File: config.mk
export PLATFORM = sky130hd
export DESIGN_NAME = range_coder_encoder
export DESIGN_NICKNAME = d
export VERILOG_FILES = /design/src/hdl/rce_pkg.sv /design/src/hdl/rce_ctrl.sv /design/src/hdl/rce_datapath.sv /design/src/hdl/range_coder_encoder.sv
export SDC_FILE = /design/constraint.sdc
export NUM_CORES = 2
export LEC_CHECK = 0
export ABC_CLOCK_PERIOD_IN_PS = 8010
export BUFFER_PORTS_ARGS = -buffer_cell sky130_fd_sc_hd__buf_2
export CAP_MARGIN = 20
export CORE_AREA = 2 2 247 249
export DETAILED_ROUTE_END_ITERATION = 8
export DIE_AREA = 0 0 249 251
export PLACE_DENSITY = 0.77
export SLEW_MARGIN = 25
export SYNTH_ARGS = -nofsm -noshare
export SYNTH_HDL_FRONTEND = slang
export SYNTH_SLANG_ARGS = --single-unit
File: constraint.sdc
create_clock -name i_clk -period 8.01 [get_ports i_clk]
set_input_delay 1.602 -clock i_clk [delete_from_list [all_inputs] [get_ports i_clk]]
set_output_delay 1.602 -clock i_clk [all_outputs]
set_load 0.02 [all_outputs]
File: src/hdl/rce_pkg.sv
package rce_pkg;

    localparam int MAX_LOG_TOTAL = 21;
    localparam int PENDING_BITS  = 16;

    localparam logic [31:0] TOP_BIT      = 32'h8000_0000;
    localparam logic [31:0] BOTTOM_LEVEL = 32'h0080_0000;
    localparam logic [31:0] FF_LEVEL     = 32'h7F80_0000;
    localparam logic [23:0] FINISH_BYTES = 24'd5;
    localparam logic [4:0]  LOG_LIMIT    = 5'(MAX_LOG_TOTAL);
    localparam logic [1:0]  MAX_STEPS    = 2'd3;
    localparam logic [7:0]  RUN_NO_CARRY = 8'hFF;
    localparam logic [7:0]  RUN_CARRY    = 8'h00;

    localparam logic [15:0] PENDING_LIMIT = (PENDING_BITS >= 16) ? 16'hFFFF :
                                            16'((32'd1 << PENDING_BITS) - 32'd1);

    localparam int CFG_IDX_W  = 1;
    localparam int CFG_DATA_W = 8;

    localparam logic [CFG_IDX_W-1:0] REG_HEADER_BYTE = 1'd0;
    localparam logic [CFG_IDX_W-1:0] REG_FAST_MODE   = 1'd1;

    typedef struct packed {
        logic        command;
        logic [20:0] cum_freq;
        logic [21:0] sym_freq;
        logic [4:0]  log_total;
    } t_in_item;

    typedef struct packed {
        logic [7:0]  out_byte;
        logic [7:0]  run_byte;
        logic [15:0] run_count;
        logic        overflow;
        logic        last;
    } t_out_item;

    typedef enum logic [3:0] {
        OP_NONE,
        OP_LOAD,
        OP_NORM,
        OP_SHIFT,
        OP_MUL_T,
        OP_MUL_F,
        OP_FIN_CNT,
        OP_FIN_FLUSH,
        OP_FIN_CODE,
        OP_FIN_CB2,
        OP_FIN_CB1,
        OP_FIN_CB0,
        OP_DONE
    } t_op;

    typedef struct packed {
        logic need_norm;
        logic is_finish;
        logic out_free;
    } t_dp_status;

endpackage

File: src/hdl/rce_ctrl.sv
module rce_ctrl (
    input  logic                i_clk,
    input  logic                i_rst_n,
    input  logic                i_in_valid,
    input  rce_pkg::t_dp_status i_status,
    output rce_pkg::t_op        o_op,
    output logic                o_in_stall
);

    typedef enum logic [3:0] {
        S_IDLE,
        S_NORM,
        S_MUL_T,
        S_MUL_F,
        S_FLUSH,
        S_CODE,
        S_CB2,
        S_CB1,
        S_CB0,
        S_DONE
    } t_state;

    t_state       r_state, n_state;
    logic [1:0]   r_cnt, n_cnt;
    rce_pkg::t_op w_op;

    always_comb begin
        n_state = r_state;
        n_cnt   = r_cnt;
        w_op    = rce_pkg::OP_NONE;
        unique case (r_state)
            S_IDLE: begin
                if (i_in_valid) begin
                    w_op    = rce_pkg::OP_LOAD;
                    n_state = S_NORM;
                    n_cnt   = 2'd0;
                end
            end
            S_NORM: begin
                if (i_status.need_norm && (r_cnt != rce_pkg::MAX_STEPS)) begin
                    if (i_status.out_free) begin
                        w_op  = rce_pkg::OP_NORM;
                        n_cnt = r_cnt + 2'd1;
                    end
                end else if (i_status.is_finish) begin
                    w_op    = rce_pkg::OP_FIN_CNT;
                    n_state = S_FLUSH;
                end else begin
                    w_op    = rce_pkg::OP_SHIFT;
                    n_state = S_MUL_T;
                end
            end
            S_MUL_T: begin
                w_op    = rce_pkg::OP_MUL_T;
                n_state = S_MUL_F;
            end
            S_MUL_F: begin
                w_op    = rce_pkg::OP_MUL_F;
                n_state = S_DONE;
            end
            S_FLUSH: begin
                if (i_status.out_free) begin
                    w_op    = rce_pkg::OP_FIN_FLUSH;
                    n_state = S_CODE;
                end
            end
            S_CODE: begin
                if (i_status.out_free) begin
                    w_op    = rce_pkg::OP_FIN_CODE;
                    n_state = S_CB2;
                end
            end
            S_CB2: begin
                if (i_status.out_free) begin
                    w_op    = rce_pkg::OP_FIN_CB2;
                    n_state = S_CB1;
                end
            end
            S_CB1: begin
                if (i_status.out_free) begin
                    w_op    = rce_pkg::OP_FIN_CB1;
                    n_state = S_CB0;
                end
            end
            S_CB0: begin
                if (i_status.out_free) begin
                    w_op    = rce_pkg::OP_FIN_CB0;
                    n_state = S_DONE;
                end
            end
            S_DONE: begin
                if (i_status.out_free) begin
                    w_op    = rce_pkg::OP_DONE;
                    n_state = S_IDLE;
                end
            end
            default: begin
                n_state = S_IDLE;
            end
        endcase
    end

    always_ff @(posedge i_clk) begin
        if (!i_rst_n) begin
            r_state <= S_IDLE;
            r_cnt   <= 2'd0;
        end else begin
            r_state <= n_state;
            r_cnt   <= n_cnt;
        end
    end

    assign o_op       = w_op;
    assign o_in_stall = (r_state != S_IDLE);

endmodule

File: src/hdl/rce_datapath.sv
module rce_datapath (
    input  logic                                i_clk,
    input  logic                                i_rst_n,
    input  rce_pkg::t_op                        i_op,
    input  rce_pkg::t_in_item                   i_in_data,
    input  logic                                i_cfg_we,
    input  logic [rce_pkg::CFG_IDX_W-1:0]       i_cfg_index,
    input  logic [rce_pkg::CFG_DATA_W-1:0]      i_cfg_data,
    input  logic                                i_out_stall,
    output logic                                o_out_valid,
    output rce_pkg::t_out_item                  o_out_data,
    output rce_pkg::t_dp_status                 o_status
);

    logic               r_cmd, n_cmd;
    logic [20:0]        r_cum, n_cum;
    logic [21:0]        r_sf, n_sf;
    logic [4:0]         r_lg, n_lg;
    logic [31:0]        r_low, n_low;
    logic [31:0]        r_width, n_width;
    logic [7:0]         r_held, n_held;
    logic [15:0]        r_pend, n_pend;
    logic [23:0]        r_bc, n_bc;
    logic               r_ovf, n_ovf;
    logic [31:0]        r_r, n_r;
    logic [31:0]        r_t, n_t;
    logic               r_use_sub, n_use_sub;
    logic [7:0]         r_fin, n_fin;
    logic [7:0]         r_hdr, n_hdr;
    logic               r_fast, n_fast;
    logic               r_stg_valid, n_stg_valid;
    rce_pkg::t_out_item r_stg, n_stg;
    logic               r_out_valid, n_out_valid;
    rce_pkg::t_out_item r_out, n_out;

    logic [21:0]        w_mul_b;
    logic [53:0]        w_mul;
    logic [22:0]        w_sum;
    logic               w_below;
    logic [9:0]         w_fin;
    logic               w_carry;
    logic               w_out_free;
    logic               w_new_valid;
    rce_pkg::t_out_item w_new;
    logic               w_push;

    assign w_mul_b = (i_op == rce_pkg::OP_MUL_F) ? r_sf : {1'b0, r_cum};
    assign w_mul   = r_r * w_mul_b;
    assign w_sum   = {2'b00, r_cum} + {1'b0, r_sf};
    assign w_below = r_low[22:0] < r_bc[23:1];
    assign w_fin   = {1'b0, r_low[31:23]} + {9'd0, !w_below};
    assign w_carry = |w_fin[9:8];
    assign w_out_free = !r_out_valid || !i_out_stall;

    always_comb begin
        w_new_valid = 1'b0;
        w_new       = '0;
        w_new.overflow = r_ovf;
        unique case (i_op)
            rce_pkg::OP_NORM: begin
                if (r_low < rce_pkg::FF_LEVEL) begin
                    w_new_valid     = 1'b1;
                    w_new.out_byte  = r_held;
                    w_new.run_byte  = rce_pkg::RUN_NO_CARRY;
                    w_new.run_count = r_pend;
                end else if (r_low[31]) begin
                    w_new_valid     = 1'b1;
                    w_new.out_byte  = r_held + 8'd1;
                    w_new.run_byte  = rce_pkg::RUN_CARRY;
                    w_new.run_count = r_pend;
                end
            end
            rce_pkg::OP_FIN_FLUSH: begin
                w_new_valid     = 1'b1;
                w_new.out_byte  = w_carry ? (r_held + 8'd1) : r_held;
                w_new.run_byte  = w_carry ? rce_pkg::RUN_CARRY : rce_pkg::RUN_NO_CARRY;
                w_new.run_count = r_pend;
            end
            rce_pkg::OP_FIN_CODE: begin
                w_new_valid    = 1'b1;
                w_new.out_byte = r_fin;
            end
            rce_pkg::OP_FIN_CB2: begin
                w_new_valid    = 1'b1;
                w_new.out_byte = r_bc[23:16];
            end
            rce_pkg::OP_FIN_CB1: begin
                w_new_valid    = 1'b1;
                w_new.out_byte = r_bc[15:8];
            end
            rce_pkg::OP_FIN_CB0: begin
                w_new_valid    = 1'b1;
                w_new.out_byte = r_bc[7:0];
            end
            default: begin
                w_new_valid = 1'b0;
            end
        endcase
    end

    assign w_push = (w_new_valid || (i_op == rce_pkg::OP_DONE)) && r_stg_valid;

    always_comb begin
        n_cmd       = r_cmd;
        n_cum       = r_cum;
        n_sf        = r_sf;
        n_lg        = r_lg;
        n_low       = r_low;
        n_width     = r_width;
        n_held      = r_held;
        n_pend      = r_pend;
        n_bc        = r_bc;
        n_ovf       = r_ovf;
        n_r         = r_r;
        n_t         = r_t;
        n_use_sub   = r_use_sub;
        n_fin       = r_fin;
        n_hdr       = r_hdr;
        n_fast      = r_fast;
        n_stg_valid = r_stg_valid;
        n_stg       = r_stg;
        n_out_valid = r_out_valid && i_out_stall;
        n_out       = r_out;

        if (i_cfg_we) begin
            unique case (i_cfg_index)
                rce_pkg::REG_HEADER_BYTE: n_hdr  = i_cfg_data;
                rce_pkg::REG_FAST_MODE:   n_fast = i_cfg_data[0];
                default:                  n_hdr  = r_hdr;
            endcase
        end

        unique case (i_op)
            rce_pkg::OP_LOAD: begin
                n_cmd = i_in_data.command;
                n_cum = i_in_data.cum_freq;
                n_sf  = i_in_data.sym_freq;
                n_lg  = (i_in_data.log_total > rce_pkg::LOG_LIMIT) ?
                        rce_pkg::LOG_LIMIT : i_in_data.log_total;
            end
            rce_pkg::OP_NORM: begin
                if (w_new_valid) begin
                    n_pend = '0;
                    n_held = r_low[30:23];
                end else if (r_pend < rce_pkg::PENDING_LIMIT) begin
                    n_pend = r_pend + 16'd1;
                end else begin
                    n_ovf = 1'b1;
                end
                n_width = {r_width[23:0], 8'h00};
                n_low   = {1'b0, r_low[22:0], 8'h00};
                n_bc    = r_bc + 24'd1;
            end
            rce_pkg::OP_SHIFT: begin
                n_r       = r_width >> r_lg;
                n_use_sub = !r_fast && ((w_sum >> r_lg) != 23'd0);
            end
            rce_pkg::OP_MUL_T: begin
                n_t = w_mul[31:0];
            end
            rce_pkg::OP_MUL_F: begin
                n_low   = r_low + r_t;
                n_width = r_use_sub ? (r_width - r_t) : w_mul[31:0];
            end
            rce_pkg::OP_FIN_CNT: begin
                n_bc = r_bc + rce_pkg::FINISH_BYTES;
            end
            rce_pkg::OP_FIN_FLUSH: begin
                n_pend = '0;
                n_fin  = w_fin[7:0];
            end
            rce_pkg::OP_DONE: begin
                if (r_cmd) begin
                    n_low   = '0;
                    n_width = rce_pkg::TOP_BIT;
                    n_held  = r_hdr;
                    n_pend  = '0;
                    n_bc    = '0;
                    n_ovf   = 1'b0;
                end
            end
            default: begin
                n_cmd = r_cmd;
            end
        endcase

        // A result waits in the staging register until it is known whether it closes the item.
        if (w_new_valid) begin
            if (r_stg_valid) begin
                n_out       = r_stg;
                n_out_valid = 1'b1;
            end
            n_stg       = w_new;
            n_stg_valid = 1'b1;
        end else if ((i_op == rce_pkg::OP_DONE) && r_stg_valid) begin
            n_out       = r_stg;
            n_out.last  = 1'b1;
            n_out_valid = 1'b1;
            n_stg_valid = 1'b0;
        end
    end

    always_ff @(posedge i_clk) begin
        if (!i_rst_n) begin
            r_low       <= '0;
            r_width     <= rce_pkg::TOP_BIT;
            r_held      <= '0;
            r_pend      <= '0;
            r_bc        <= '0;
            r_ovf       <= 1'b0;
            r_hdr       <= '0;
            r_fast      <= 1'b0;
            r_cmd       <= 1'b0;
            r_stg_valid <= 1'b0;
            r_out_valid <= 1'b0;
        end else begin
            r_low       <= n_low;
            r_width     <= n_width;
            r_held      <= n_held;
            r_pend      <= n_pend;
            r_bc        <= n_bc;
            r_ovf       <= n_ovf;
            r_hdr       <= n_hdr;
            r_fast      <= n_fast;
            r_cmd       <= n_cmd;
            r_stg_valid <= n_stg_valid;
            r_out_valid <= n_out_valid;
        end
    end

    always_ff @(posedge i_clk) begin
        r_cum     <= n_cum;
        r_sf      <= n_sf;
        r_lg      <= n_lg;
        r_r       <= n_r;
        r_t       <= n_t;
        r_use_sub <= n_use_sub;
        r_fin     <= n_fin;
        r_stg     <= n_stg;
        r_out     <= n_out;
    end

    assign o_out_valid        = r_out_valid;
    assign o_out_data         = r_out;
    assign o_status.need_norm = (r_width <= rce_pkg::BOTTOM_LEVEL);
    assign o_status.is_finish = r_cmd;
    assign o_status.out_free  = w_out_free;

    a_push_into_free: assert property (@(posedge i_clk) disable iff (!i_rst_n)
        w_push |-> (!r_out_valid || !i_out_stall))
        else $error("result pushed into an occupied output register");

    a_finish_restarts: assert property (@(posedge i_clk) disable iff (!i_rst_n)
        ((i_op == rce_pkg::OP_DONE) && r_cmd) |=>
        ((r_width == rce_pkg::TOP_BIT) && (r_pend == 16'd0) && (r_bc == 24'd0)))
        else $error("finish did not return the coder to its initial state");

    a_norm_clears_top: assert property (@(posedge i_clk) disable iff (!i_rst_n)
        (i_op == rce_pkg::OP_NORM) |=> !r_low[31])
        else $error("renormalisation left the top bit of the low bound set");

    a_done_drains: assert property (@(posedge i_clk) disable iff (!i_rst_n)
        (i_op == rce_pkg::OP_DONE) |=> !r_stg_valid)
        else $error("staged result left behind at the end of an item");

endmodule

File: src/hdl/range_coder_encoder.sv
// Items are taken only in idle. Each takes k = 0..3 renormalisation steps; an encode item then
// shifts and runs MUL_T and MUL_F, a finish item flushes and sends its code byte and three count
// bytes. One shared 32 x 22 multiplier gives the low increment and, unless the width is taken by
// subtraction, the new width. Every renormalisation step, finish beat and closing step waits while
// the output register holds a stalled beat. Results pass a staging and an output register. Reset
// is synchronous, active low, restores the initial interval and clears both configuration registers.
module range_coder_encoder (
    input  logic                           i_clk,
    input  logic                           i_rst_n,
    input  logic                           i_in_valid,
    output logic                           o_in_stall,
    input  rce_pkg::t_in_item              i_in_data,
    output logic                           o_out_valid,
    input  logic                           i_out_stall,
    output rce_pkg::t_out_item             o_out_data,
    input  logic                           i_cfg_we,
    input  logic [rce_pkg::CFG_IDX_W-1:0]  i_cfg_index,
    input  logic [rce_pkg::CFG_DATA_W-1:0] i_cfg_data
);

    rce_pkg::t_op        w_op;
    rce_pkg::t_dp_status w_status;

    rce_ctrl u_ctrl (
        .i_clk      (i_clk),
        .i_rst_n    (i_rst_n),
        .i_in_valid (i_in_valid),
        .i_status   (w_status),
        .o_op       (w_op),
        .o_in_stall (o_in_stall)
    );

    rce_datapath u_datapath (
        .i_clk       (i_clk),
        .i_rst_n     (i_rst_n),
        .i_op        (w_op),
        .i_in_data   (i_in_data),
        .i_cfg_we    (i_cfg_we),
        .i_cfg_index (i_cfg_index),
        .i_cfg_data  (i_cfg_data),
        .i_out_stall (i_out_stall),
        .o_out_valid (o_out_valid),
        .o_out_data  (o_out_data),
        .o_status    (w_status)
    );

endmodule
======== Yosys cells after proc, flatten, opt, wreduce, memory -nomap -nowiden ========
Cells that the tools add are included.
cells by class
  add/sub/neg operators ................... 9
  $mul .................................... 1
  order comparisons ....................... 5
  eq/ne operators ......................... 38
  shift operators ......................... 2
  multiplexer cells ....................... 61
  bitwise operators ....................... 1
  reduce and logical (&&, ||, !) cells .... 30
operators by type and width
  operator                 number
  $pmux W32 S3             2
  $mux W32                 5
  $mux W34                 3
  $pmux W4 S10             2
  $pmux W24 S3             1
  $mux W4                  14
  $mux W16                 3
  $pmux W16 S3             1
  $pmux W24 S2             1
  $pmux W8 S6              1
  $add A32 B32 Y32         1
  $eq A4 B3 Y1 const B     8
  $le A32 B24 Y1 const B   1
  $lt A32 B31 Y1 const B   1
  $mul A32 B22 Y32         1
  $mux W8                  4
  $shr A32 B5 Y32          1
  $sub A32 B32 Y32         1
  $eq A4 B4 Y1 const B     7
  $add A24 B1 Y24 const B  1
  $add A24 B3 Y24 const B  1
  $mux W24                 1
  $add A21 B22 Y23         1
  $lt A23 B23 Y1           1
  34 further kinds         84
word-level totals
  register bits after elaboration ......... 319
  bits of input ports ..................... 63
  output and inout port bits .............. 36
  word-level logic and storage cells ...... 176

======== Logic depth before layout (Yosys ltp) ========
  depth in word-level cells ............... 10
  mapped depth ............................ 34
  mapped depth without buffers ............ 28

======== Hierarchy ========
A second synthesis with hierarchy kept.
second synthesis, totals
  cell total of the unflattened synthesis .. 3,549
  area total of the unflattened synthesis .. 32,523.7 um^2
modules (own cells, without submodules)
  module        instances  cells an instance  area an instance (um^2)  seq. area each (um^2)
  rce_datapath  1          3,471              31,923.1                 7,727.4
  rce_ctrl      1          78                 600.6                    120.1

======== Worst setup path after synthesis ========
Ideal clock, no wire load.
  path kind ............................... reg-to-reg
  from .................................... register u_ctrl.r_state[3]
  to ...................................... register u_datapath.r_width[31]
  setup time .............................. 0.128 ns
  arrival time ............................ 7.400 ns
  data required time ...................... 7.882 ns
  slack ................................... 0.482 ns
  cell stages (with the launch flop) ...... 31
  buffers on the path ..................... 4
  period minus slack after synthesis ...... 7.528 ns
  path through ............................ dfxtp_1 -> buf_6 -> and4bb_2 -> clkbuf_1 -> nand2_1 -> nand2_1 -> clkbuf_1 -> clkbuf_1 -> nand2_1 -> fa_1 -> fa_1 -> fa_1 -> inv_1 -> fa_1 -> inv_1 -> fa_1 -> inv_1 -> fa_1 -> fa_1 -> ha_1 -> a21o_1 -> or2_2 -> nor4b_1 -> a21oi_1 -> nand2_1 -> a31oi_1 -> o21ai_0 -> o21ai_0 -> xnor2_1 -> mux2_2 -> a2bb2oi_1
on the way
  word-level cells in the longest chain between the ends .. 7
  elaborated cells between the ends (all ways) .. 21
  classes of those cells .................. 1 x mul; 13 x eq/ne; 4 x mux; 3 x reduce/logical
RTL lines
  what                                        RTL line             RTL
  from (decl)                                 rce_ctrl.sv:23       t_state r_state, n_state;
  from (signal assigned)                      rce_ctrl.sv:108      r_state <= n_state;
  $eq A4 B4 Y1, or another cell as far along  rce_ctrl.sv:31       unique case (r_state)
  $pmux W4 S10 (*)                            rce_ctrl.sv:31
  $eq A4 B3 Y1 (*)                            rce_datapath.sv:47   assign w_mul_b = (i_op == rce_pkg::OP_MUL_F) ? r_sf : {1'b0, r_cum};
  $mux W22 (*)                                rce_datapath.sv:47
  $mul A32 B22 Y32 (*)                        rce_datapath.sv:48   assign w_mul = r_r * w_mul_b;
  net u_datapath.w_mul[31]                    rce_datapath.sv:37   logic [53:0] w_mul;
  $mux W32 (*)                                rce_datapath.sv:163  n_width = r_use_sub ? (r_width - r_t) : w_mul[31:0];
  $pmux W32 S3 (*)                            rce_datapath.sv:133  unique case (i_op)
  to (signal assigned)                        rce_datapath.sv:206  r_width <= rce_pkg::TOP_BIT;
  to (signal assigned)                        rce_datapath.sv:218  r_width <= n_width;
  to (decl)                                   rce_datapath.sv:20   logic [31:0] r_width, n_width;
Mark *: on every way through the listed nets, which the timed path passes. The rest lies on a longest branch.
A chain may end at the register's enable or synchronous reset.

======== Final worst setup path ========
  from .................................... register u_ctrl.r_state[2]
  to ...................................... register u_datapath.r_width[30]
The elaborated chain is that of the path after synthesis.

==> results.sh <==
export IMPL_status="finished clean"
export IMPL_core_region_area_mm2=0.0598
export IMPL_hold_depth=0
export IMPL_synth_ff_type="edfxtp_1"
export IMPL_drtIter0Drc=2823
export IMPL_grt_pass1_vias=25691
export IMPL_synth_edf_count=174
export IMPL_min_from="u_datapath.r_stg[28]"
export IMPL_grt_overflow_total=0
export IMPL_final_antenna_net_count=0
export IMPL_reg2regPathDepth=25
export IMPL_drt_total_wl_um=86500
export IMPL_die_h_um=251
export IMPL_antenna_found_initial=0
export IMPL_clkSinkCount=305
export IMPL_rows=90
export IMPL_synth_area_mm2=0.0326
export IMPL_clk_path_buf_depth=3
export IMPL_synth_area_top_cells="fa_1 23%, edfxtp_1 16%, dfxtp_1 8.0%"
export IMPL_crit_path_start="u_ctrl.r_state[2]"
export IMPL_crit_path_top_delay_cell="fa_1"
export IMPL_syn_inst=3587
export IMPL_port_buffers=98
export IMPL_min_period_ns=7.66
export IMPL_synth_top_cell_area_share=0.231
export IMPL_worstMarginPinSlew_ns=0.999
export IMPL_synth_top_area_cell="fa_1"
export IMPL_critPathMostFrequentCell="fa_1"
export IMPL_path_class="reg2reg"
export IMPL_cts_clk_slew_worst_paths_ns=0.06
export IMPL_place_congestion=0.948
export IMPL_die_x_um=249
export IMPL_numCtsBuffers=37
export IMPL_syn_to_final_growth_pct=8.14
export IMPL_grt_max_degree=57
export IMPL_rr_startpoint="u_ctrl.r_state[2]"
export IMPL_hold_viol=0
export IMPL_critPathLaunchType="flop"
export IMPL_dp_cells=4363
export IMPL_layout_drive_gt1_share=0.0884
export IMPL_slowest_delay_ns=0.59
export IMPL_max_freq_mhz=130
export IMPL_crit_required_ns=8.47
export IMPL_clk_latency_ns=0.59
export IMPL_worstPathArrival_ns=8.12
export IMPL_whs_ns=0.402
export IMPL_crit_family="adder cells"
export IMPL_cts_tree="built"
export IMPL_maxCapViolCount=0
export IMPL_dieArea_mm2=0.0625
export IMPL_synth_common_cells="541 x nand2_1, 451 x inv_1, 376 x fa_1, 228 x and2_1, 197 x nor2_1"
export IMPL_vias_per_cell=5.88
export IMPL_crit_buf_inv=4
export IMPL_rsz0062_at_grt="no"
export IMPL_yosysMostFrequentCell="nand2_1"
export IMPL_endpoint_kind="flop"
export IMPL_ctsHtreeMaxLevel=2
export IMPL_start_util=0.545
export IMPL_finalSetupViolations=0
export IMPL_layoutNonFillerInstCount=4436
export IMPL_drv_slew=0
export IMPL_nets=4259
export IMPL_worst_path_stages=25
export IMPL_drt_wirelength_per_cell_um=19.5
export IMPL_vias=26067
export IMPL_syn_nets=4222
export IMPL_avgSynthCellArea_um2=9.09
export IMPL_drc=0
export IMPL_synth_async_reset_ratio=0
export IMPL_place_hpwl_um=67300
export IMPL_synth_seq_area_share=0.241
export IMPL_synth_cell_types=84
export IMPL_ys_warn_count=0
export IMPL_dr_pass1_iters=7
export IMPL_grt_pass1_wl_um=138000
export IMPL_slew_headroom=0.334
export IMPL_hold_path_class="reg2reg"
export IMPL_io_pins=99
export IMPL_grt_usage=0.280
export IMPL_fill_cells=5072
export IMPL_min_period_over_period=0.957
export IMPL_cts_root_buf="clkbuf_16"
export IMPL_crit_path_max_fanout=14
export IMPL_finalClockSkew_ns=0.0582
export IMPL_fin_setup_tns_ns=0
export IMPL_synth_seq_cells=305
state kept, by name, summed over array words and instances (netlist names):
signal and flops:
u_datapath.r_low 32, u_ctrl.r_cnt 2, u_datapath.o_out_data 27, u_datapath.r_pend 16
u_datapath.r_t 32, u_ctrl.r_state 4, u_datapath.r_cum 21, u_datapath.r_ovf 1
u_datapath.r_fin 8, u_datapath.r_fast 1, u_datapath.r_stg 26, u_datapath.r_stg_valid 1
u_datapath.r_sf 22, u_datapath.o_out_valid 1, u_datapath.r_held 8, u_datapath.r_width 32
u_datapath.r_hdr 8, u_datapath.r_lg 5, u_datapath.r_cmd 1, u_datapath.r_use_sub 1
u_datapath.r_bc 24, u_datapath.r_r 32
timing repair:
item                                    CTS  global route
hold buffers                              0             0
resized for setup                         0            15
hold endpoints to repair                  0             0
buffers inserted                          0             2
endpoints found under the setup margin    0            15
cells by family (layout without fill, tap and decap cells):
group | after synthesis | in the layout | synth area share
simple gates | 1236 | 1236 | 0.179
mux | 103 | 103 | 0.0392
flops | 305 | 305 | 0.241
other cells | 0 | 2 | 0
xor+xnor | 171 | 171 | 0.0460
fa+ha+maj | 573 | 573 | 0.307
buf+inv | 633 | 698 | 0.0744
compound gates | 566 | 566 | 0.114
layout make-up:
cell class,instances,area [um^2],share of cell area
multi-input cells,2649,22400,0.636
flip-flops and latches,305,7850,0.223
inverters,453,1700,0.0482
repair buffers,178,1120,0.0317
clock buffers,47,983,0.0279
well taps,782,978,0.0278
clock inverters,20,201,0.00572
diodes,2,5.00,0.000142
worst register-to-register path: stages, from the launching register on:
cell       delay, ns
dfxtp_1         0.32
nand4bb_4       0.24
buf_12          0.17
buf_4           0.21
mux2_4          0.39
and2_1          0.20
fa_1            0.54
inv_1           0.05
fa_1            0.47
inv_1           0.05
fa_1            0.48
fa_1            0.59
fa_1            0.44
fa_1            0.54
fa_1            0.45
ha_1            0.35
a21o_1          0.17
a21o_1          0.20
or3_1           0.32
o21a_1          0.24
a41oi_2         0.26
a21oi_1         0.13
a311oi_1        0.33
xnor2_1         0.12
a221oi_1        0.28
nor2b_1         0.07
per-stage QoR:
step                 util  worst slack, ns  cell area (um^2)
floorplan               -            0.482             32600
global placement    0.568            0.224             33900
detailed placement  0.568           0.0609             33900
CTS                 0.588           0.0487             35100
global route        0.589        0.0000107             35200
finish              0.589            0.346             35200
layout by cell type (no fill, tap or decap), types with 9 or more instances in the layout:
master / instances
a221oi_1: 30
and3_1: 38
fa_1: 376
a21oi_1: 162
nor3_1: 30
o21ai_0: 123
o21a_1: 23
dfxtp_1: 129
buf_2: 98
nand2_1: 539
nand4b_1: 12
a311oi_1: 10
a22oi_1: 9
inv_1: 451
nor4_1: 13
a21o_1: 39
mux4_2: 16
ha_1: 196
buf_4: 77
a21boi_0: 16
nor2b_1: 19
nor3b_1: 11
nor2_1: 192
nand3_1: 71
nand4_1: 12
xor2_1: 38
or3_1: 17
o22ai_1: 14
o211ai_1: 17
xnor2_1: 133
mux2i_1: 53
and2_1: 228
edfxtp_1: 174
o21bai_1: 12
a211oi_1: 18
clkbuf_16: 37
nand2b_1: 20
mux2_2: 27
a31oi_1: 21
final timing paths:
kind	to	slack [ns]
worst max register to register	u_datapath.r_width[30]	0.35
worst min register to register	u_datapath.o_out_data[28]	0.40
worst max-delay path	u_datapath.r_width[30]	0.35
worst min-delay path	u_datapath.o_out_data[28]	0.40
per-layer routing:
metal / vias up / wire length (um) / global-route usage
met5: - / 0 / 0
met4: 0 / 2860 / 0.101
met3: 174 / 9250 / 0.0571
met2: 1205 / 39400 / 0.438
met1: 12761 / 35000 / 0.386
li1: 11927 / - / -
Power is not shown: default switching activity piles up to over one toggle a cycle in this logic, so the estimate is an artifact.
